## src/sv/blm_pkg.sv

```systemverilog
package blm_pkg;

	// Field widths
	localparam int MV_W    = 14;
	localparam int LEVEL_W = 2;
	localparam int SUM_W   = 20;

	// Stream widths: payload rounded up to whole bytes
	localparam int S_DATA_BITS = 4 * MV_W;
	localparam int S_TDATA_W   = ((S_DATA_BITS + 7) / 8) * 8;
	localparam int M_DATA_BITS = LEVEL_W + 3 + MV_W;
	localparam int M_TDATA_W   = ((M_DATA_BITS + 7) / 8) * 8;

	localparam int AVG_WINDOW_DEF = 8;

	localparam logic [MV_W-1:0] MV_MAX = '1;

	// Item kinds
	localparam logic KIND_START  = 1'b0;
	localparam logic KIND_SAMPLE = 1'b1;

	// Voltage thresholds, mV
	localparam logic [MV_W-1:0] MV_FAULT    = 14'd2700;
	localparam logic [MV_W-1:0] MV_2800     = 14'd2800;
	localparam logic [MV_W-1:0] MV_2900     = 14'd2900;
	localparam logic [MV_W-1:0] MV_3000     = 14'd3000;
	localparam logic [MV_W-1:0] MV_3200     = 14'd3200;
	localparam logic [MV_W-1:0] MV_3500     = 14'd3500;
	localparam logic [MV_W-1:0] MV_3600     = 14'd3600;
	localparam logic [MV_W-1:0] MV_3800     = 14'd3800;

	// Converter saturation: out * SAT_NUM > pack * SAT_DEN
	localparam int SAT_W = MV_W + 7;
	localparam logic [6:0] SAT_NUM = 7'd100;
	localparam logic [6:0] SAT_DEN = 7'd87;

	typedef enum logic [LEVEL_W-1:0] {
		LVL_PLENTY = 2'd0,
		LVL_MID    = 2'd1,
		LVL_LOW    = 2'd2,
		LVL_VLOW   = 2'd3
	} level_t;

	typedef struct packed {
		logic            kind;
		logic [MV_W-1:0] cell_voltage_mv;
		logic [MV_W-1:0] pack_voltage_mv;
		logic [MV_W-1:0] output_voltage_mv;
		logic [MV_W-1:0] alert_threshold_mv;
	} item_t;

	typedef struct packed {
		logic [MV_W-1:0] filtered_mv;
		logic            refreshed;
	} filt_t;

	typedef struct packed {
		logic [LEVEL_W-1:0] level;
		logic               alert;
		logic               fault;
		logic [MV_W-1:0]    filtered_mv;
		logic               refreshed;
	} result_t;

endpackage

```

## src/sv/blm_filter.sv

```systemverilog
// Averaging window and trimmed-mean filter.
module blm_filter #(
	parameter int AVG_WINDOW = blm_pkg::AVG_WINDOW_DEF
) (
	input  logic                clk,
	input  logic                arst_n,
	input  logic                fire,
	input  blm_pkg::item_t      item,
	output blm_pkg::filt_t      filt
);

	localparam int SUM_W = blm_pkg::SUM_W;
	localparam int MV_W  = blm_pkg::MV_W;
	localparam int CNT_W = $clog2(AVG_WINDOW + 1);
	localparam int DIV   = AVG_WINDOW - 2;
	// exact reciprocal: floor(x * MUL / 2^SHIFT) == floor(x / DIV) for x < 2^SUM_W
	localparam int SHIFT = SUM_W + $clog2(DIV);
	localparam int MUL_W = SUM_W + 1;
	localparam longint unsigned MUL_L = ((64'd1 << SHIFT) + DIV - 1) / DIV;
	localparam logic [MUL_W-1:0] MUL = MUL_W'(MUL_L);
	localparam int PROD_W = SUM_W + MUL_W;
	localparam logic [CNT_W-1:0] CNT_FULL = CNT_W'(AVG_WINDOW);

	logic [SUM_W-1:0] sum_q, sum_n;
	logic [SUM_W-1:0] rest_q, rest_n;
	logic [MV_W-1:0]  min_q, min_n, max_q, max_n;
	logic [CNT_W-1:0] cnt_q, cnt_n;
	logic [MV_W-1:0]  filt_q, filt_n;
	logic             refreshed;

	logic [SUM_W-1:0]  acc_sum;
	logic [MV_W-1:0]   acc_min, acc_max;
	logic [MV_W:0]     acc_trim;
	logic [SUM_W-1:0]  acc_rest;
	logic [PROD_W-1:0] prod;
	logic [SUM_W-1:0]  quot;
	logic [MV_W-1:0]   mean;

	// window update with this sample
	always_comb begin
		acc_sum  = sum_q + SUM_W'(item.cell_voltage_mv);
		acc_min  = (min_q > item.cell_voltage_mv) ? item.cell_voltage_mv : min_q;
		acc_max  = (max_q < item.cell_voltage_mv) ? item.cell_voltage_mv : max_q;
		acc_trim = {1'b0, acc_min} + {1'b0, acc_max};
		acc_rest = (acc_sum >= SUM_W'(acc_trim)) ? acc_sum - SUM_W'(acc_trim) : '0;
	end

	// trimmed mean of a full window; rest_q is kept ready by the accumulate path
	always_comb begin
		prod = PROD_W'(rest_q) * PROD_W'(MUL);
		quot = SUM_W'(prod >> SHIFT);
		mean = (quot > SUM_W'(blm_pkg::MV_MAX)) ? blm_pkg::MV_MAX : quot[MV_W-1:0];
	end

	always_comb begin
		sum_n     = sum_q;
		rest_n    = rest_q;
		min_n     = min_q;
		max_n     = max_q;
		cnt_n     = cnt_q;
		filt_n    = filt_q;
		refreshed = 1'b0;
		if (item.kind == blm_pkg::KIND_START) begin
			filt_n = item.cell_voltage_mv;
			sum_n  = '0;
			rest_n = '0;
			min_n  = blm_pkg::MV_MAX;
			max_n  = '0;
			cnt_n  = '0;
		end else if (cnt_q < CNT_FULL) begin
			sum_n  = acc_sum;
			rest_n = acc_rest;
			min_n  = acc_min;
			max_n  = acc_max;
			cnt_n  = cnt_q + CNT_W'(1);
		end else begin
			filt_n    = mean;
			refreshed = 1'b1;
			sum_n     = '0;
			rest_n    = '0;
			min_n     = blm_pkg::MV_MAX;
			max_n     = '0;
			cnt_n     = '0;
		end
	end

	always_ff @(posedge clk or negedge arst_n) begin
		if (!arst_n) begin
			sum_q  <= '0;
			rest_q <= '0;
			min_q  <= blm_pkg::MV_MAX;
			max_q  <= '0;
			cnt_q  <= '0;
			filt_q <= '0;
		end else if (fire) begin
			sum_q  <= sum_n;
			rest_q <= rest_n;
			min_q  <= min_n;
			max_q  <= max_n;
			cnt_q  <= cnt_n;
			filt_q <= filt_n;
		end
	end

	assign filt.filtered_mv = filt_n;
	assign filt.refreshed   = refreshed;

endmodule

```

## src/sv/blm_status.sv

```systemverilog
// Alert/fault flags and the hysteretic charge-level state.
module blm_status (
	input  logic               clk,
	input  logic               arst_n,
	input  logic               fire,
	input  blm_pkg::item_t     item,
	input  blm_pkg::filt_t     filt,
	output blm_pkg::result_t   result
);

	localparam int MV_W  = blm_pkg::MV_W;
	localparam int SAT_W = blm_pkg::SAT_W;

	blm_pkg::level_t level_q, level_n;

	logic [MV_W-1:0]  v;
	logic [SAT_W-1:0] out_scaled, pack_scaled;
	logic             saturated, alert, fault;

	assign v = filt.filtered_mv;

	always_comb begin
		out_scaled  = SAT_W'(item.output_voltage_mv) * SAT_W'(blm_pkg::SAT_NUM);
		pack_scaled = SAT_W'(item.pack_voltage_mv) * SAT_W'(blm_pkg::SAT_DEN);
		saturated   = out_scaled > pack_scaled;
	end

	always_comb begin
		alert = 1'b0;
		fault = 1'b0;
		if (item.kind == blm_pkg::KIND_SAMPLE && item.alert_threshold_mv != '0) begin
			fault = (v <= blm_pkg::MV_FAULT);
			alert = !fault && (saturated || v <= item.alert_threshold_mv);
		end
	end

	always_comb begin
		level_n = level_q;
		if (item.kind == blm_pkg::KIND_START) begin
			priority if (v < blm_pkg::MV_2900) level_n = blm_pkg::LVL_VLOW;
			else if (v < blm_pkg::MV_3200)     level_n = blm_pkg::LVL_LOW;
			else if (v < blm_pkg::MV_3600)     level_n = blm_pkg::LVL_MID;
			else                               level_n = blm_pkg::LVL_PLENTY;
		end else begin
			unique case (level_q)
				blm_pkg::LVL_PLENTY: begin
					if (v < blm_pkg::MV_3600) level_n = blm_pkg::LVL_MID;
				end
				blm_pkg::LVL_MID: begin
					// deepest drop wins
					priority if (v < blm_pkg::MV_2800) level_n = blm_pkg::LVL_VLOW;
					else if (v < blm_pkg::MV_3200)     level_n = blm_pkg::LVL_LOW;
					else if (v > blm_pkg::MV_3800)     level_n = blm_pkg::LVL_PLENTY;
				end
				blm_pkg::LVL_LOW: begin
					priority if (v < blm_pkg::MV_2900) level_n = blm_pkg::LVL_VLOW;
					else if (v > blm_pkg::MV_3500)     level_n = blm_pkg::LVL_PLENTY;
				end
				blm_pkg::LVL_VLOW: begin
					// recovery goes through low, never straight to plenty
					if (v > blm_pkg::MV_3000) level_n = blm_pkg::LVL_LOW;
				end
				default: level_n = level_q;
			endcase
		end
	end

	always_ff @(posedge clk or negedge arst_n) begin
		if (!arst_n) begin
			level_q <= blm_pkg::LVL_PLENTY;
		end else if (fire) begin
			level_q <= level_n;
		end
	end

	assign result.level       = level_n;
	assign result.alert       = alert;
	assign result.fault       = fault;
	assign result.filtered_mv = filt.filtered_mv;
	assign result.refreshed   = filt.refreshed;

endmodule

```

## src/sv/battery_level_monitor.sv

```systemverilog
// Channel   | Dir | Handshake           | Payload
// ----------+-----+---------------------+------------------------------------------------
// s_axis    | in  | tvalid / tready     | tuser: kind; tdata: cell, pack, output, threshold
// m_axis    | out | tvalid / tready     | tdata: level, alert, fault, filtered_mv, refreshed
//
// One request per cycle sustained while m_axis_tready is high; a request taken into the
// input register moves into the result register once that register is free or draining.
// The accumulate/trim/divide and flag/level logic sits between those two registers;
// the window divide is a single constant-reciprocal multiply.
// arst_n clears the window (min to full scale), filtered value, level and both valids.
// A stalled result holds in the result register while one more request may enter the
// input register; s_axis_tready drops only when both are full and m_axis_tready is low.
module battery_level_monitor #(
	parameter int AVG_WINDOW = blm_pkg::AVG_WINDOW_DEF
) (
	input  logic                          clk,
	input  logic                          arst_n,
	input  logic                          s_axis_tvalid,
	output logic                          s_axis_tready,
	// [13:0] cell_voltage_mv, [27:14] pack_voltage_mv, [41:28] output_voltage_mv,
	// [55:42] alert_threshold_mv
	input  logic [blm_pkg::S_TDATA_W-1:0] s_axis_tdata,
	// [0] kind
	input  logic [0:0]                    s_axis_tuser,
	output logic                          m_axis_tvalid,
	input  logic                          m_axis_tready,
	// [1:0] level, [2] alert, [3] fault, [17:4] filtered_mv, [18] refreshed, rest zero
	output logic [blm_pkg::M_TDATA_W-1:0] m_axis_tdata
);

	localparam int MV_W = blm_pkg::MV_W;

	blm_pkg::item_t   in_item;
	blm_pkg::item_t   item_s1;
	logic             valid_s1;
	blm_pkg::filt_t   filt;
	blm_pkg::result_t result;
	blm_pkg::result_t result_s2;
	logic             valid_s2;
	logic             advance;
	logic             fire;

	// unpack the request
	assign in_item.kind               = s_axis_tuser[0];
	assign in_item.cell_voltage_mv    = s_axis_tdata[0 +: MV_W];
	assign in_item.pack_voltage_mv    = s_axis_tdata[MV_W +: MV_W];
	assign in_item.output_voltage_mv  = s_axis_tdata[2*MV_W +: MV_W];
	assign in_item.alert_threshold_mv = s_axis_tdata[3*MV_W +: MV_W];

	// result register free or being drained this cycle
	assign advance       = !valid_s2 || m_axis_tready;
	assign fire          = valid_s1 && advance;
	assign s_axis_tready = !valid_s1 || advance;

	always_ff @(posedge clk or negedge arst_n) begin
		if (!arst_n) begin
			valid_s1 <= 1'b0;
			valid_s2 <= 1'b0;
		end else begin
			if (s_axis_tready) begin
				valid_s1 <= s_axis_tvalid;
			end
			if (advance) begin
				valid_s2 <= valid_s1;
			end
		end
	end

	always_ff @(posedge clk) begin
		if (s_axis_tvalid && s_axis_tready) begin
			item_s1 <= in_item;
		end
		if (fire) begin
			result_s2 <= result;
		end
	end

	// window state and trimmed mean; state commits only on fire
	blm_filter #(
		.AVG_WINDOW(AVG_WINDOW)
	) u_filter (
		.clk   (clk),
		.arst_n(arst_n),
		.fire  (fire),
		.item  (item_s1),
		.filt  (filt)
	);

	// flags and charge level from the new filtered value
	blm_status u_status (
		.clk   (clk),
		.arst_n(arst_n),
		.fire  (fire),
		.item  (item_s1),
		.filt  (filt),
		.result(result)
	);

	assign m_axis_tvalid = valid_s2;
	assign m_axis_tdata  = blm_pkg::M_TDATA_W'({result_s2.refreshed, result_s2.filtered_mv,
		result_s2.fault, result_s2.alert, result_s2.level});

endmodule

```

## config.mk

```make
export PLATFORM = sky130hd
export DESIGN_NAME = battery_level_monitor
export DESIGN_NICKNAME = d
export VERILOG_FILES = /design/src/sv/blm_pkg.sv /design/src/sv/blm_filter.sv /design/src/sv/blm_status.sv /design/src/sv/battery_level_monitor.sv
export SDC_FILE = /design/constraint.sdc
export NUM_CORES = 1
export LEC_CHECK = 0
export BUFFER_PORTS_ARGS = -buffer_cell sky130_fd_sc_hd__buf_2
export CAP_MARGIN = 15
export CORE_ASPECT_RATIO = 1.75
export CORE_MARGIN = 3
export CORE_UTILIZATION = 40
export CTS_CLUSTER_DIAMETER = 200
export DETAILED_ROUTE_END_ITERATION = 8
export GPL_TIMING_DRIVEN = 0
export SLEW_MARGIN = 40
export SYNTH_ARGS = -nofsm -noshare
export SYNTH_HDL_FRONTEND = slang
export SYNTH_SLANG_ARGS = --single-unit
```

## constraint.sdc

```tcl
create_clock -name clk -period 9.4 [get_ports clk]
set_input_delay 0.47 -clock clk [delete_from_list [all_inputs] [get_ports clk]]
set_output_delay 0.47 -clock clk [all_outputs]
set_load 0.02 [all_outputs]
```

==> impl_metrics.env <==
export IMPL_status="completed"
export IMPL_die_h_um=308
export IMPL_ys_seq_area_frac=0.219
export IMPL_root_buffer="clkbuf_16"
export IMPL_track_usage=0.209
export IMPL_hold_class="in2reg"
export IMPL_crit_path_frequent_cell="ha_1"
export IMPL_grt_pass1_vias=17100
export IMPL_crit_fanout=10
export IMPL_drt_iter0_drc=674
export IMPL_slew_violations=0
export IMPL_synthArstFlopShare=0.542
export IMPL_io_buffers=81
export IMPL_final_common_cell="inv_1"
export IMPL_fin_nets=2873
export IMPL_synth_cells=2126
export IMPL_critPathCaptureType="register"
export IMPL_finalSetupTns_ns=0
export IMPL_final_setup_worst_slack_ns=0.445
export IMPL_fp_row_count=110
export IMPL_yosysUniqueCellTypes=84
export IMPL_max_stage_delay_ns=0.68
export IMPL_fp_dieArea_um2=54900
export IMPL_antenna_found_initial=1
export IMPL_max_cap_violations=0
export IMPL_setup_viol=0
export IMPL_layout_common_cells="inv_1, ha_1, fa_1"
export IMPL_crit_type="reg2reg"
export IMPL_relSlewSlack=0.474
export IMPL_critPathBufInv=3
export IMPL_crit_required_ns=9.73
export IMPL_drive_above_1_share=0.0903
export IMPL_post_place_ws_ns=0.0475
export IMPL_post_drt_wl_per_cell_um=19.1
export IMPL_antennaDiodeCount=0
export IMPL_fp_dieW_um=178
export IMPL_arrival_ns=9.29
export IMPL_cts_tree="yes"
export IMPL_grt_max_degree=51
export IMPL_fin_skew_ns=0.0142
export IMPL_numCtsBuffers=17
export IMPL_num_vias=15700
export IMPL_hold_violations=0
export IMPL_r2r_setup_slack_ns=0.45
export IMPL_min_period_over_period=0.953
export IMPL_routed_wl_um=55700
export IMPL_synth_warnings=0
export IMPL_design_core_area_um2=51500
export IMPL_cp_start_kind="register"
export IMPL_htree_levels=4
export IMPL_avgSynthCellArea_um2=9.79
export IMPL_firstDrtPassIters=5
export IMPL_rsz0062_at_grt="no"
export IMPL_gp_congestion=0.967
export IMPL_cts_buffer_depth=2
export IMPL_initial_core_util=0.404
export IMPL_viasPerCell=5.39
export IMPL_worst_pin_slew_ns=0.786
export IMPL_boundaryPins=87
export IMPL_drc=0
export IMPL_timing_fmax_mhz=112
export IMPL_postRouteAntennaNets=0
export IMPL_dp_hpwl_um=47500
export IMPL_clock_latency_ns=0.46
export IMPL_synth_ff_latch_count=166
export IMPL_fin_crit_ns=8.95
export IMPL_overflow=0
export IMPL_areaGrowthSynthToFinish_pct=9.68
export IMPL_cp_top_family="adder cells"
export IMPL_clk_pin_slew_ns=0.08
export IMPL_grt_pass1_wl_um=88500
export IMPL_synth_edf_count=76
export IMPL_cts_sinks=166
export IMPL_synth_main_ff_cell="edfxtp_1"
export IMPL_cp_slowest_cell="dfrtp_1"
export IMPL_netlist_area_um2=20800
## logic make-up (layout without fill, tap and decap cells)
logic type,Yosys count,count (layout),synth area share
fa+ha+maj,578,578,0.412
flops,166,166,0.219
mux,18,18,0.00956
other cells,1,5,0.000180
xor+xnor,95,95,0.0400
buf+inv,475,593,0.0880
simple gates,335,335,0.0784
compound gates,458,458,0.153
## area by class of cell
class / count / area, µm²
fill: 5035 / 28600
multi-input combinational: 1489 / 14500
sequential: 166 / 4550
inverter: 426 / 1600
tap: 672 / 841
timing repair buffer: 86 / 508
clock buffer: 17 / 425
buffer: 49 / 234
clock inverter: 15 / 203
## layer usage
metal / global-route usage / wire length, µm
met1: 0.200 / 19000
met2: 0.402 / 30800
met3: 0.0265 / 1470
met4: 0.144 / 4480
met5: 0 / 13
## Yosys cell counts (all sizes together), types with 50 or more instances
master,count,share of area
a21o,50,0.018
a21oi,93,0.023
dfrtp,76,0.091
edfxtp,76,0.11
fa,179,0.17
ha,398,0.24
inv,425,0.077
nand2,124,0.022
nor2,64,0.012
o21ai,95,0.023
xnor2,54,0.023
## state kept, by name (all words and copies together), names as in the netlist, 2 cells and up
signal / flops
item_s1: 57
u_filter.filt_q: 14
u_filter.min_q: 14
u_filter.max_q: 14
u_filter.rest_q: 20
u_status.level_q: 2
u_filter.sum_q: 20
m_axis_tdata: 19
u_filter.cnt_q: 4
## final timing paths
path,start,end,cells past startpoint
worst min register to register,u_filter.filt_q[7]$_DFFE_PN0P_,u_filter.filt_q[7]$_DFFE_PN0P_,2
max in group asynchronous,arst_n,u_filter.min_q[0]$_DFFE_PN1P_,3
worst max-delay path,u_filter.rest_q[7]$_DFFE_PN0P_,m_axis_tdata[2]$_SDFFCE_PN0P_,30
worst min-delay path,s_axis_tdata[20],item_s1[34]$_DFFE_PP_,1
min in group asynchronous,arst_n,u_filter.sum_q[4]$_DFFE_PN0P_,2
worst max register to register,u_filter.rest_q[7]$_DFFE_PN0P_,m_axis_tdata[2]$_SDFFCE_PN0P_,30
## repair_timing
item | CTS | global route
gates resized for setup | 1 | 0
endpoints found under the setup margin | 1 | 1
hold buffers | 1 | 0
endpoints found under the hold margin | 28 | 0
buffers inserted | 0 | 1
## per-stage QoR
stage | instance area, µm² | instances | utilization | hold WS (ns)
after floorplan | 20800 | 2130 | - | 0.174
after global placement | 22100 | 2883 | 0.429 | 0.460
after detailed placement | 22200 | 2886 | 0.431 | 0.384
after CTS | 22800 | 2919 | 0.443 | 0.144
after global routing | 22800 | 2920 | 0.444 | 0.147
final | 22800 | 2920 | 0.444 | 0.179
## worst reg2reg max path: cells and delay by family, from the launching register on
family,cells,cell delay (ns)
buf+inv,3,0.31
simple gates,5,1.01
mux,1,0.23
flops,1,0.68
fa+ha+maj,10,4.15
compound gates,11,2.46
Power is left out: the tool's default activity adds up to more than one toggle a clock period on the data nets, which glitch-free logic cannot reach.
